--- src/sv/lfgb_pkg.sv ---
package lfgb_pkg;

  localparam int TABLE_ENTRIES = 256;
  localparam int TIME_BITS     = 32;
  localparam int IDX_W         = $clog2(TABLE_ENTRIES);
  localparam int GAMMA_W       = 16;
  localparam int DIVD_W        = GAMMA_W + TIME_BITS;
  localparam int QUEUE_DEPTH   = 2;
  localparam int QPTR_W        = $clog2(QUEUE_DEPTH);

  localparam logic [GAMMA_W-1:0] GAMMA_UNITY = GAMMA_W'(100);
  localparam logic [7:0]         BRIGHT_MAX  = 8'd255;
  localparam logic [IDX_W-1:0]   LAST_ENTRY  = IDX_W'(TABLE_ENTRIES - 1);

  typedef enum logic [2:0] {
    CMD_PIXEL   = 3'd0,
    CMD_TICK    = 3'd1,
    CMD_BSTART  = 3'd2,
    CMD_BTARGET = 3'd3,
    CMD_GSTART  = 3'd4,
    CMD_GTARGET = 3'd5,
    CMD_TWRITE  = 3'd6,
    CMD_CLEAR   = 3'd7
  } cmd_t;

  typedef enum logic [2:0] {
    S_IDLE,
    S_EXEC,
    S_SWEEP,
    S_T_CHK,
    S_T_MUL,
    S_T_GO,
    S_T_WAIT
  } state_t;

  // one classified command waiting for the back end
  typedef struct packed {
    cmd_t                 cmd;
    logic [7:0]           bright;   // saturated brightness
    logic [GAMMA_W-1:0]   gamma;    // raw gamma value
    logic [GAMMA_W-1:0]   gstart;   // gamma value with zero taken as unity
    logic [TIME_BITS-1:0] dur;
    logic [TIME_BITS-1:0] tick;
    logic [IDX_W-1:0]     idx;
    logic [7:0]           data;
    logic [7:0]           red;
    logic [7:0]           green;
    logic [7:0]           blue;
    logic                 last;
  } item_t;

  typedef struct packed {
    logic  valid;
    item_t item;
  } queue_head_t;

  typedef struct packed {
    logic                 start;
    logic [DIVD_W-1:0]    dividend;
    logic [TIME_BITS-1:0] divisor;
  } div_req_t;

  typedef struct packed {
    logic              busy;
    logic              done;
    logic [DIVD_W-1:0] quot;
    logic              rem_nz;
  } div_rsp_t;

endpackage

--- src/sv/lfgb_div.sv ---
module lfgb_div import lfgb_pkg::*; (
  input  logic     clk,
  input  logic     rst_n,
  input  div_req_t req,
  output div_rsp_t rsp
);

  localparam int CNT_W = $clog2(DIVD_W + 1);

  logic [TIME_BITS-1:0] rem_r, dsr_r;
  logic [DIVD_W-1:0]    quo_r;
  logic [CNT_W-1:0]     cnt_r;
  logic                 busy_r, done_r;
  logic [TIME_BITS:0]   shifted, diff;
  logic                 fits;

  // restoring divide, one quotient bit per cycle
  assign shifted = {rem_r, quo_r[DIVD_W-1]};
  assign diff    = shifted - {1'b0, dsr_r};
  assign fits    = (shifted >= {1'b0, dsr_r});

  always_ff @(posedge clk) begin
    if (req.start) begin
      rem_r <= '0;
      quo_r <= req.dividend;
      dsr_r <= req.divisor;
    end else if (busy_r) begin
      rem_r <= fits ? diff[TIME_BITS-1:0] : shifted[TIME_BITS-1:0];
      quo_r <= {quo_r[DIVD_W-2:0], fits};
    end
  end

  always_ff @(posedge clk) begin
    if (!rst_n) begin
      busy_r <= 1'b0;
      done_r <= 1'b0;
      cnt_r  <= '0;
    end else begin
      done_r <= busy_r && !req.start && (cnt_r == CNT_W'(1));
      if (req.start) begin
        busy_r <= 1'b1;
        cnt_r  <= CNT_W'(DIVD_W);
      end else if (busy_r) begin
        cnt_r <= cnt_r - 1'b1;
        if (cnt_r == CNT_W'(1)) begin
          busy_r <= 1'b0;
        end
      end
    end
  end

  assign rsp.busy   = busy_r;
  assign rsp.done   = done_r;
  assign rsp.quot   = quo_r;
  assign rsp.rem_nz = (rem_r != '0);

endmodule

--- config.mk ---
export PLATFORM = sky130hd
export DESIGN_NAME = lfgb_div
export DESIGN_NICKNAME = d
export VERILOG_FILES = /design/src/sv/lfgb_pkg.sv /design/src/sv/lfgb_div.sv
export SDC_FILE = /design/constraint.sdc
export NUM_CORES = 1
export LEC_CHECK = 0
export BUFFER_PORTS_ARGS = -buffer_cell sky130_fd_sc_hd__buf_2
export CAP_MARGIN = 20
export CORE_AREA = 10 10 121 123
export CTS_BUF_LIST = sky130_fd_sc_hd__clkbuf_16
export CTS_CLUSTER_SIZE = 20
export DETAILED_ROUTE_END_ITERATION = 8
export DIE_AREA = 0 0 131 133
export GPL_ROUTABILITY_DRIVEN = 0
export PLACE_DENSITY = 0.79
export REMOVE_ABC_BUFFERS = 1
export SETUP_SLACK_MARGIN = 0.05
export SLEW_MARGIN = 40
export SYNTH_ARGS = -nofsm -noshare
export SYNTH_HDL_FRONTEND = slang
export SYNTH_SLANG_ARGS = --single-unit
--- constraint.sdc ---
create_clock -name clk -period 3.7 [get_ports clk]
set_input_delay 0.185 -clock clk [delete_from_list [all_inputs] [get_ports clk]]
set_output_delay 0.185 -clock clk [all_outputs]
set_load 0.01 [all_outputs]
==> results.toml <==
[timing]
hold_viol = 0
slew_viol_final = 0
worst_pin_slew_ns = 0.773
setup_violations = 0
period_share = 0.881
rsz0062_at_grt = "no"
fmax_mhz = 307
skew_ns = 0.0105
fin_crit_ns = 3.26
tns_ns = 0
maxSlewHeadroom = 0.471

[clock_network]
cts_tree = "done"
cts_hold_buf = 32
cts_resized = 0
cts_made_buffers = 17
postCtsSetupBuffers = 0
cts_sinks = 120
cts_buffer_depth = 2
cts.htree.levels = 4
clk_latency_ns = 0.41
path_clk_slew_ns = 0.05
ctsRootBufferMaster = "clkbuf_16"

[synth]
synthSimpleGateAreaFrac = 0.115
ys_ff_latch = 120
netlist_area_sq_um = 6690
synth_compound_area_frac = 0.159
synth-xor-area-share = 0.0393
synth_top_flop_cell = "edfxtp_1"
synth_top_family_by_area = "compound AO/OA/AOI/OAI gates"
synth.area.top_cells = "edfxtp_1, dfxtp_1, mux2_2, ha_1, nand2_1"
synth_edf_count = 80
synthAdderAreaFrac = 0.0666
yosys.area.top_type_share = 0.359
async_flop_share = 0
synth_mux_area_frac = 0.0945
ys_types = 65
syn_inst = 631
seq_area_frac_synth = 0.479
netlist.top_cell.by_area = "edfxtp_1"
syn_avg_cell_area_sq_um = 10.6
yosys_warnings = 0

[drt]
finalWirelength_microns = 17100
drtPass1Iterations = 5
viasPerCell = 5.64
drc = 0
drt_iter0_markers = 388
wl_per_cell_microns = 17.5
ant_nets = 0
dr_total_vias = 5512

[floorplan]
num_rows = 41
core_sq_um = 12400
start_util = 0.541
ioPinCount = 134
die_x_microns = 131
chipHeight_microns = 133
die-area_sq_um = 17400

[layout]
finalNonFillerCells = 977
layout.nets = 912
drive_gt1_frac = 0.277
n_antenna_cell = 0
area.growth.synth_to_final_pct = 25.4

[global_route]
grt_usage = 0.202
first_global_vias = 5870
grt_pass1_wl_microns = 28300
grt_max_degree = 56
grt_antenna_before_repair = 1
overflow = 0

[placement]
placed_cells = 915
port_buffers = 133
post-dp-hpwl_microns = 12500

[status]
status = "complete, no violations"

[pwr]
leakagePower_nw = 3.60
power.density_nw_per_um2 = 463
vdd_ir_drop_max_uv = 311

[setup_path]
cp_max_fo = 3
critPathLaunchType = "flop"
worst_ep_arrival_time_ns = 3.52
worstSetupEndpointType = "flop"
worstSetupPathType = "reg -> reg"
cp_data_required_time_ns = 3.96

[flow_run]
maxCapViolCount = 0

[hold_path]
hp-class = "in -> reg"
## cell type report
class | instances | area (sq um)
fill | 940 | 3980
sequential | 120 | 3200
multi-input combinational | 435 | 3180
timing repair buffer | 172 | 1040
clock buffer | 17 | 425
tap | 172 | 215
inverter | 48 | 183
clock inverter | 13 | 140
## per-layer routing
metal | share of wire | up-vias | global-route usage
met3 | 0.089 | 42 | 0.0827
met2 | 0.47 | 230 | 0.318
met1 | 0.41 | 2576 | 0.238
li1 | - | 2662 | -
met5 | 0.00076 | - | 0
met4 | 0.029 | 2 | 0.0841
## Yosys cell counts (8+ instances only)
cell type,n
edfxtp_1,80
nand2_1,58
mux2_2,49
inv_1,48
dfxtp_1,40
nor2_1,35
ha_1,34
a21oi_1,32
xnor2_1,23
a21o_1,22
o21ai_0,22
clkbuf_1,17
a311oi_1,14
nand3_1,10
nor3_1,9
nor4_1,9
o21ai_1,9
buf_2,8
mux2i_1,8
nand4_1,8
## cell usage in the layout, fill, tap and decap left out, types with 8 or more instances in the layout
cell type	n
inv_1	49
ha_1	34
a21oi_1	32
clkbuf_16	17
mux2_2	49
dfxtp_1	40
nand3_1	10
mux2i_1	8
buf_2	132
nand4_1	8
edfxtp_1	80
o21ai_1	9
nor2_1	35
o21ai_0	22
nor3_1	9
a21o_1	22
nand2_1	58
a311oi_1	14
nor4_1	9
dlygate4sd3_1	32
xnor2_1	23
buf_4	8
## stage by stage
step	total power, mW	cell area [sq um]	util	hold WS, ns	setup slack [ns]
after global placement	2.26	7490	0.606	0.363	0.584
after global routing	4.06	8380	0.678	0.0394	0.270
after floorplan	2.05	6560	-	0.257	0.776
after CTS	3.91	8380	0.678	0.0329	0.492
final	3.88	8380	0.678	0.0506	0.440
after detailed placement	2.28	7500	0.606	0.363	0.498
## worst max-delay path: stages (launching register included)
cell	delay, ns
edfxtp_1	0.39
inv_1	0.10
ha_1	0.21
fa_1	0.23
nand2b_1	0.14
a21oi_1	0.11
o2111ai_1	0.30
a21oi_1	0.15
o21ai_1	0.23
o21ai_0	0.26
a2111oi_0	0.79
o32ai_2	0.19
## where the power goes
group          total (mW)  internal (mW)  switching (mW)
sequential           1.62           1.56          0.0659
combinational       0.670          0.304           0.366
clock                1.59           1.03           0.557
## flip-flops by register name, indices dropped and copies added, names as in the netlist
| name | cells |
|---|---|
| rem_r | 32 |
| quo_r | 48 |
| done_r | 1 |
| busy_r | 1 |
| dsr_r | 32 |
| cnt_r | 6 |
## cells by family (layout without fill, tap and decap cells)
| logic type | count (synthesis) | in the layout |
|---|---|---|
| and+or+nand+nor | 161 | 161 |
| AOI/OAI and AO/OA | 152 | 152 |
| DFF | 120 | 120 |
| buffers and inverters | 76 | 250 |
| muxes | 57 | 57 |
| adders and majority gates | 35 | 35 |
| xor gates and xnor gates | 30 | 30 |
## path summary, 6_finish.rpt
path                                  end  depth (start not counted)  slack, ns      start
worst min register to register   rem_r[5]                          2       0.49   rem_r[5]
worst max-delay path            rem_r[30]                         11       0.44  quo_r[47]
worst max register to register  rem_r[30]                         11       0.44  quo_r[47]
worst min-delay path             cnt_r[5]                          2       0.05      rst_n
(Power assumes the default switching activity.)
