### config.mk
export PLATFORM = sky130hd
export DESIGN_NAME = lfgb_front
export DESIGN_NICKNAME = d
export VERILOG_FILES = /design/src/sv/lfgb_pkg.sv /design/src/sv/lfgb_front.sv
export SDC_FILE = /design/constraint.sdc
export NUM_CORES = 1
export LEC_CHECK = 0
export ABC_CLOCK_PERIOD_IN_PS = 4900
export BUFFER_PORTS_ARGS = -buffer_cell sky130_fd_sc_hd__buf_4
export CORE_ASPECT_RATIO = 1.4
export CORE_UTILIZATION = 40
export CTS_BUF_LIST = sky130_fd_sc_hd__clkbuf_8
export CTS_CLUSTER_DIAMETER = 30
export DETAILED_ROUTE_END_ITERATION = 10
export GPL_TIMING_DRIVEN = 0
export MAX_ROUTING_LAYER = met4
export PLACE_DENSITY_LB_ADDON = 0.25
export SYNTH_ARGS = -nofsm -noshare
export SYNTH_HDL_FRONTEND = slang
export SYNTH_SLANG_ARGS = --single-unit
### constraint.sdc
create_clock -name clk -period 4.9 [get_ports clk]
set_input_delay 0.49 -clock clk [delete_from_list [all_inputs] [get_ports clk]]
set_output_delay 0.49 -clock clk [all_outputs]
set_load 0.05 [all_outputs]
### src/sv/lfgb_pkg.sv
package lfgb_pkg;

  localparam int TABLE_ENTRIES = 256;
  localparam int TIME_BITS     = 32;
  localparam int IDX_W         = $clog2(TABLE_ENTRIES);
  localparam int GAMMA_W       = 16;
  localparam int DIVD_W        = GAMMA_W + TIME_BITS;
  localparam int QUEUE_DEPTH   = 2;
  localparam int QPTR_W        = $clog2(QUEUE_DEPTH);

  localparam logic [GAMMA_W-1:0] GAMMA_UNITY = GAMMA_W'(100);
  localparam logic [7:0]         BRIGHT_MAX  = 8'd255;
  localparam logic [IDX_W-1:0]   LAST_ENTRY  = IDX_W'(TABLE_ENTRIES - 1);

  typedef enum logic [2:0] {
    CMD_PIXEL   = 3'd0,
    CMD_TICK    = 3'd1,
    CMD_BSTART  = 3'd2,
    CMD_BTARGET = 3'd3,
    CMD_GSTART  = 3'd4,
    CMD_GTARGET = 3'd5,
    CMD_TWRITE  = 3'd6,
    CMD_CLEAR   = 3'd7
  } cmd_t;

  typedef enum logic [2:0] {
    S_IDLE,
    S_EXEC,
    S_SWEEP,
    S_T_CHK,
    S_T_MUL,
    S_T_GO,
    S_T_WAIT
  } state_t;

  // one classified command waiting for the back end
  typedef struct packed {
    cmd_t                 cmd;
    logic [7:0]           bright;   // saturated brightness
    logic [GAMMA_W-1:0]   gamma;    // raw gamma value
    logic [GAMMA_W-1:0]   gstart;   // gamma value with zero taken as unity
    logic [TIME_BITS-1:0] dur;
    logic [TIME_BITS-1:0] tick;
    logic [IDX_W-1:0]     idx;
    logic [7:0]           data;
    logic [7:0]           red;
    logic [7:0]           green;
    logic [7:0]           blue;
    logic                 last;
  } item_t;

  typedef struct packed {
    logic  valid;
    item_t item;
  } queue_head_t;

  typedef struct packed {
    logic                 start;
    logic [DIVD_W-1:0]    dividend;
    logic [TIME_BITS-1:0] divisor;
  } div_req_t;

  typedef struct packed {
    logic              busy;
    logic              done;
    logic [DIVD_W-1:0] quot;
    logic              rem_nz;
  } div_rsp_t;

endpackage

### src/sv/lfgb_front.sv
module lfgb_front import lfgb_pkg::*; (
  input  logic        clk,
  input  logic        rst_n,
  input  logic        in_valid,
  output logic        in_stall,
  input  logic [2:0]  in_cmd,
  input  logic [15:0] in_value,
  input  logic [31:0] in_duration_ms,
  input  logic [31:0] in_tick_ms,
  input  logic [7:0]  in_lut_index,
  input  logic [7:0]  in_lut_data,
  input  logic [7:0]  in_red_in,
  input  logic [7:0]  in_green_in,
  input  logic [7:0]  in_blue_in,
  input  logic        in_pixel_last,
  output queue_head_t head,
  input  logic        pop
);

  item_t              q_mem [QUEUE_DEPTH];
  logic [QPTR_W-1:0]  wr_ptr_r, rd_ptr_r;
  logic [QPTR_W:0]    cnt_r;
  logic               push;
  item_t              cls;

  always_comb begin
    cls        = '0;
    cls.cmd    = cmd_t'(in_cmd);
    cls.bright = (in_value > 16'(BRIGHT_MAX)) ? BRIGHT_MAX : in_value[7:0];
    cls.gamma  = in_value;
    cls.gstart = (in_value == '0) ? GAMMA_UNITY : in_value;
    cls.dur    = in_duration_ms[TIME_BITS-1:0];
    cls.tick   = in_tick_ms[TIME_BITS-1:0];
    cls.idx    = in_lut_index[IDX_W-1:0];
    cls.data   = in_lut_data;
    cls.red    = in_red_in;
    cls.green  = in_green_in;
    cls.blue   = in_blue_in;
    cls.last   = in_pixel_last;
  end

  assign in_stall   = (cnt_r == (QPTR_W+1)'(QUEUE_DEPTH));
  assign push       = in_valid && !in_stall;
  assign head.valid = (cnt_r != '0);
  assign head.item  = q_mem[rd_ptr_r];

  always_ff @(posedge clk) begin
    if (push) begin
      q_mem[wr_ptr_r] <= cls;
    end
  end

  always_ff @(posedge clk) begin
    if (!rst_n) begin
      wr_ptr_r <= '0;
      rd_ptr_r <= '0;
      cnt_r    <= '0;
    end else begin
      if (push) wr_ptr_r <= wr_ptr_r + 1'b1;
      if (pop)  rd_ptr_r <= rd_ptr_r + 1'b1;
      cnt_r <= cnt_r + (QPTR_W+1)'(push) - (QPTR_W+1)'(pop);
    end
  end

endmodule

==> metrics.log <==
[metrics] status: finished clean
[metrics] Routed Wire Length: 22000 um
[metrics] Final Worst Setup Slack: 2.23 ns
[metrics] share of the yosys chip area belonging to registers: 81.3%
[metrics] routed via count divided by cell count: 4.62
[metrics] pwr dens: 459 nW/um^2
[metrics] initial antenna violation count: 0
[metrics] Sinks on Clock Net: 301
[metrics] period utilisation layout: 54.5%
[metrics] Max FO, Critical Path: 10
[metrics] CTS tree: built
[metrics] count of non-filler cells in the finished layout: 1248
[metrics] setup-violating endpoint count in the final report: 0
[metrics] Critical Path Slowest Stage Cell: dfxtp_1
[metrics] core area: 27000 um^2
[metrics] post-route design area: 14600 um^2
[metrics] root cell of the clock tree: clkbuf_8
[metrics] Max stage delay on crit path: 0.41 ns
[metrics] clk slew on worst S/H paths: 0.06 ns
[metrics] worst setup skew after layout: 0.0126 ns
[metrics] Area Overhead vs Synth: 32.1%
[metrics] crit-path leading delay family: buffers and inverters
[metrics] EDFF count, synth: 296
[metrics] most repeated cell in the gate-level netlist after synthesis: edfxtp_1
[metrics] maximum level of the CTS H-tree: 2
[metrics] HPWL reported at the end of detailed placement: 14200 um
[metrics] DR pass1 iterations: 4
[metrics] most heavily used metal layer in global routing: met2
[metrics] Critical Path, Cell by Cell: buf_2 > buf_4 > mux2_2 > buf_4
[metrics] highest clock frequency the design can meet: 0.375 GHz
[metrics] leakage dissipation: 5.38 nW
[metrics] fillcell total: 2278
[metrics] total instance count after detailed placement: 1162
[metrics] worst path required time: 4.41 ns
[metrics] total gr overflow: 0
[metrics] DR vias: 5764
[metrics] type of the most critical hold path: in -> reg
[metrics] IO buf count: 277
[metrics] # DRC: 0
[metrics] share of the core filled with cells in the final layout: 54.1%
[metrics] worst slack at placement: 2.60 ns
[metrics] pin slew with the least headroom to its limit: 0.830 ns
[metrics] largest net degree at the start of global routing: 115
[metrics] number of maximum-capacitance constraint violations: 0
[metrics] remaining number of nets flagged by the antenna check after routing: 0
[metrics] number of top-level pins: 278
[metrics] y dimension of the die: 199 um
[metrics] Syn. warnings: 0
[metrics] average instance area after synthesis: 21.4 um^2
[metrics] number of instances in the synthesized netlist: 517
[metrics] count of unique library cells instantiated by Yosys: 25
[metrics] met1 track demand over resource: 15.7%
[metrics] Sum Neg Setup Slack: 0 ns
[metrics] largest cells by area after synthesis: edfxtp_1, mux2_2, dfxtp_1, buf_4, or2_1
[metrics] unrepaired setup endpoints after global routing: no
[metrics] row cnt: 71
[metrics] number of buffer and inverter stages on the critical path: 3
[metrics] met3 capacity usage during global routing: 5.20%
[metrics] Pins Over Slew Limit: 0
[metrics] final worst hold slack: 0.104 ns
[metrics] via count of the first global-routing pass: 6000
[metrics] global placer's final weighted congestion: 0.712
[metrics] register area: 8990 um^2
[metrics] Placed Instance Area: 13700 um^2
[metrics] Synth Net Count: 647
[metrics] clock network latency to the later pin of the worst-skew pair: 0.56 ns
[metrics] crit path launch type: register
[metrics] Post-synth top flop: edfxtp_1
[metrics] CTS Hold Buffers Added: 0
[metrics] worst setup path class: reg -> out
[metrics] final worst path period need: 2.67 ns
[metrics] total area of multi-input combinational cells: 1890 um^2
[metrics] count of antenna diodes in the layout: 0
[metrics] first-iteration detailed-routing DRC count: 166
[metrics] WP data arrival: 2.18 ns
[metrics] async set-or-reset flop fraction in the synthesized netlist: 0%
[metrics] summed instance area of the synthesized netlist: 11100 um^2
[metrics] commonest cells in the synthesized netlist: edfxtp_1, mux2_2, buf_4
[metrics] most numerous cell on the critical path: buf_4
[metrics] first-pass GRT wire length: 32100 um
[metrics] FF+latch count, synth: 301
[metrics] number of buffers inserted by post-CTS setup repair: 0
[metrics] relative max-transition margin: 44.7%
[metrics] die area: 28300 um^2
[metrics] TritonCTS buffer count: 47
[metrics] Final Power: 6.70 mW
[metrics] net count reported at finish: 976
[metrics] routing usage on met2: 27.8%
[metrics] share of final-layout standard cells stronger than drive strength 1: 57.5%
[metrics] kind of end point of the critical path: output pin
[metrics] final hold violation count: 0
[metrics] post-cts resize count: 0
[metrics] worst voltage drop across the vdd grid: 0.331 mV
[metrics] initial standard-cell utilization of the core: 40.9%
[metrics] die width: 143 um
[metrics] DR WL/cell: 17.6 um
[metrics] CTS max path bufs: 3
[metrics] top cell type's share of synthesized area: 80.4%
[metrics] overall track demand over capacity in global routing: 15.9%
[metrics] cell type with the largest total area after synthesis: edfxtp_1
cells by family (layout without fill, tap and decap cells):
kind of cell             Yosys count  count (layout)  share of synthesized area, %
flip-flops                       301             301                          81.3
AO/OA/AOI/OAI                      5               5                         0.294
buffers and inverters             34             400                          1.70
adder cells (fa/ha/maj)            2               2                         0.226
multiplexers                     148             148                          15.1
AND/OR/NAND/NOR                   25              25                          1.27
XOR/XNOR                           2               2                         0.158
worst register-to-register path, stage by stage, from the launching register on:
cell and delay (ns):
dfxtp_1 0.34, nand2b_1 0.17, inv_1 0.08, or3_1 0.41, inv_8 0.27, buf_16 0.51
cells in the final DEF (no fill, tap or decap), drive strengths merged, types with 4 or more instances in the layout:
cell	Yosys	final
bufinv	0	4
buf	17	297
mux2	148	148
clkinv	0	17
clkbuf	11	59
edfxtp	296	296
or2	8	8
dfxtp	5	5
inv	5	19
power by group:
group | internal (mW) | switching [mW]
sequential | 3.11 | 0.0448
clock | 1.13 | 0.936
combinational | 0.486 | 1.00
layer usage:
layer | wire, um | vias to the layer above
li1 | - | 2686
met1 | 7720 | 2809
met2 | 11800 | 211
met3 | 1680 | 58
met4 | 794 | 0
met5 | 0 | -
final timing paths:
path / from / endpoint / slack [ns] / cells after the start
max: register / head[108] / 2.23 / 4
min reg2reg: rd_ptr_r / rd_ptr_r / 0.52 / 2
min: in_duration_ms[17] / q_mem[1][90] / 0.10 / 1
max reg2reg: cnt_r[0] / q_mem[0][80] / 2.69 / 5
layout make-up:
type	instances	share of cell area (%)
clock inverters	38	1.84
clock buffers	48	4.52
plain buffers	29	1.16
well taps	365	3.13
multi-input cells	182	12.9
inverters	5	0.180
flip-flops and latches	301	61.5
repair buffers	280	14.7
state kept, by name (all words and copies together) (netlist names), named ones only:
signal	flops
q_mem	296
cnt_r	2
rd_ptr_r	1
wr_ptr_r	1
Power figures use the tool's default switching activity.
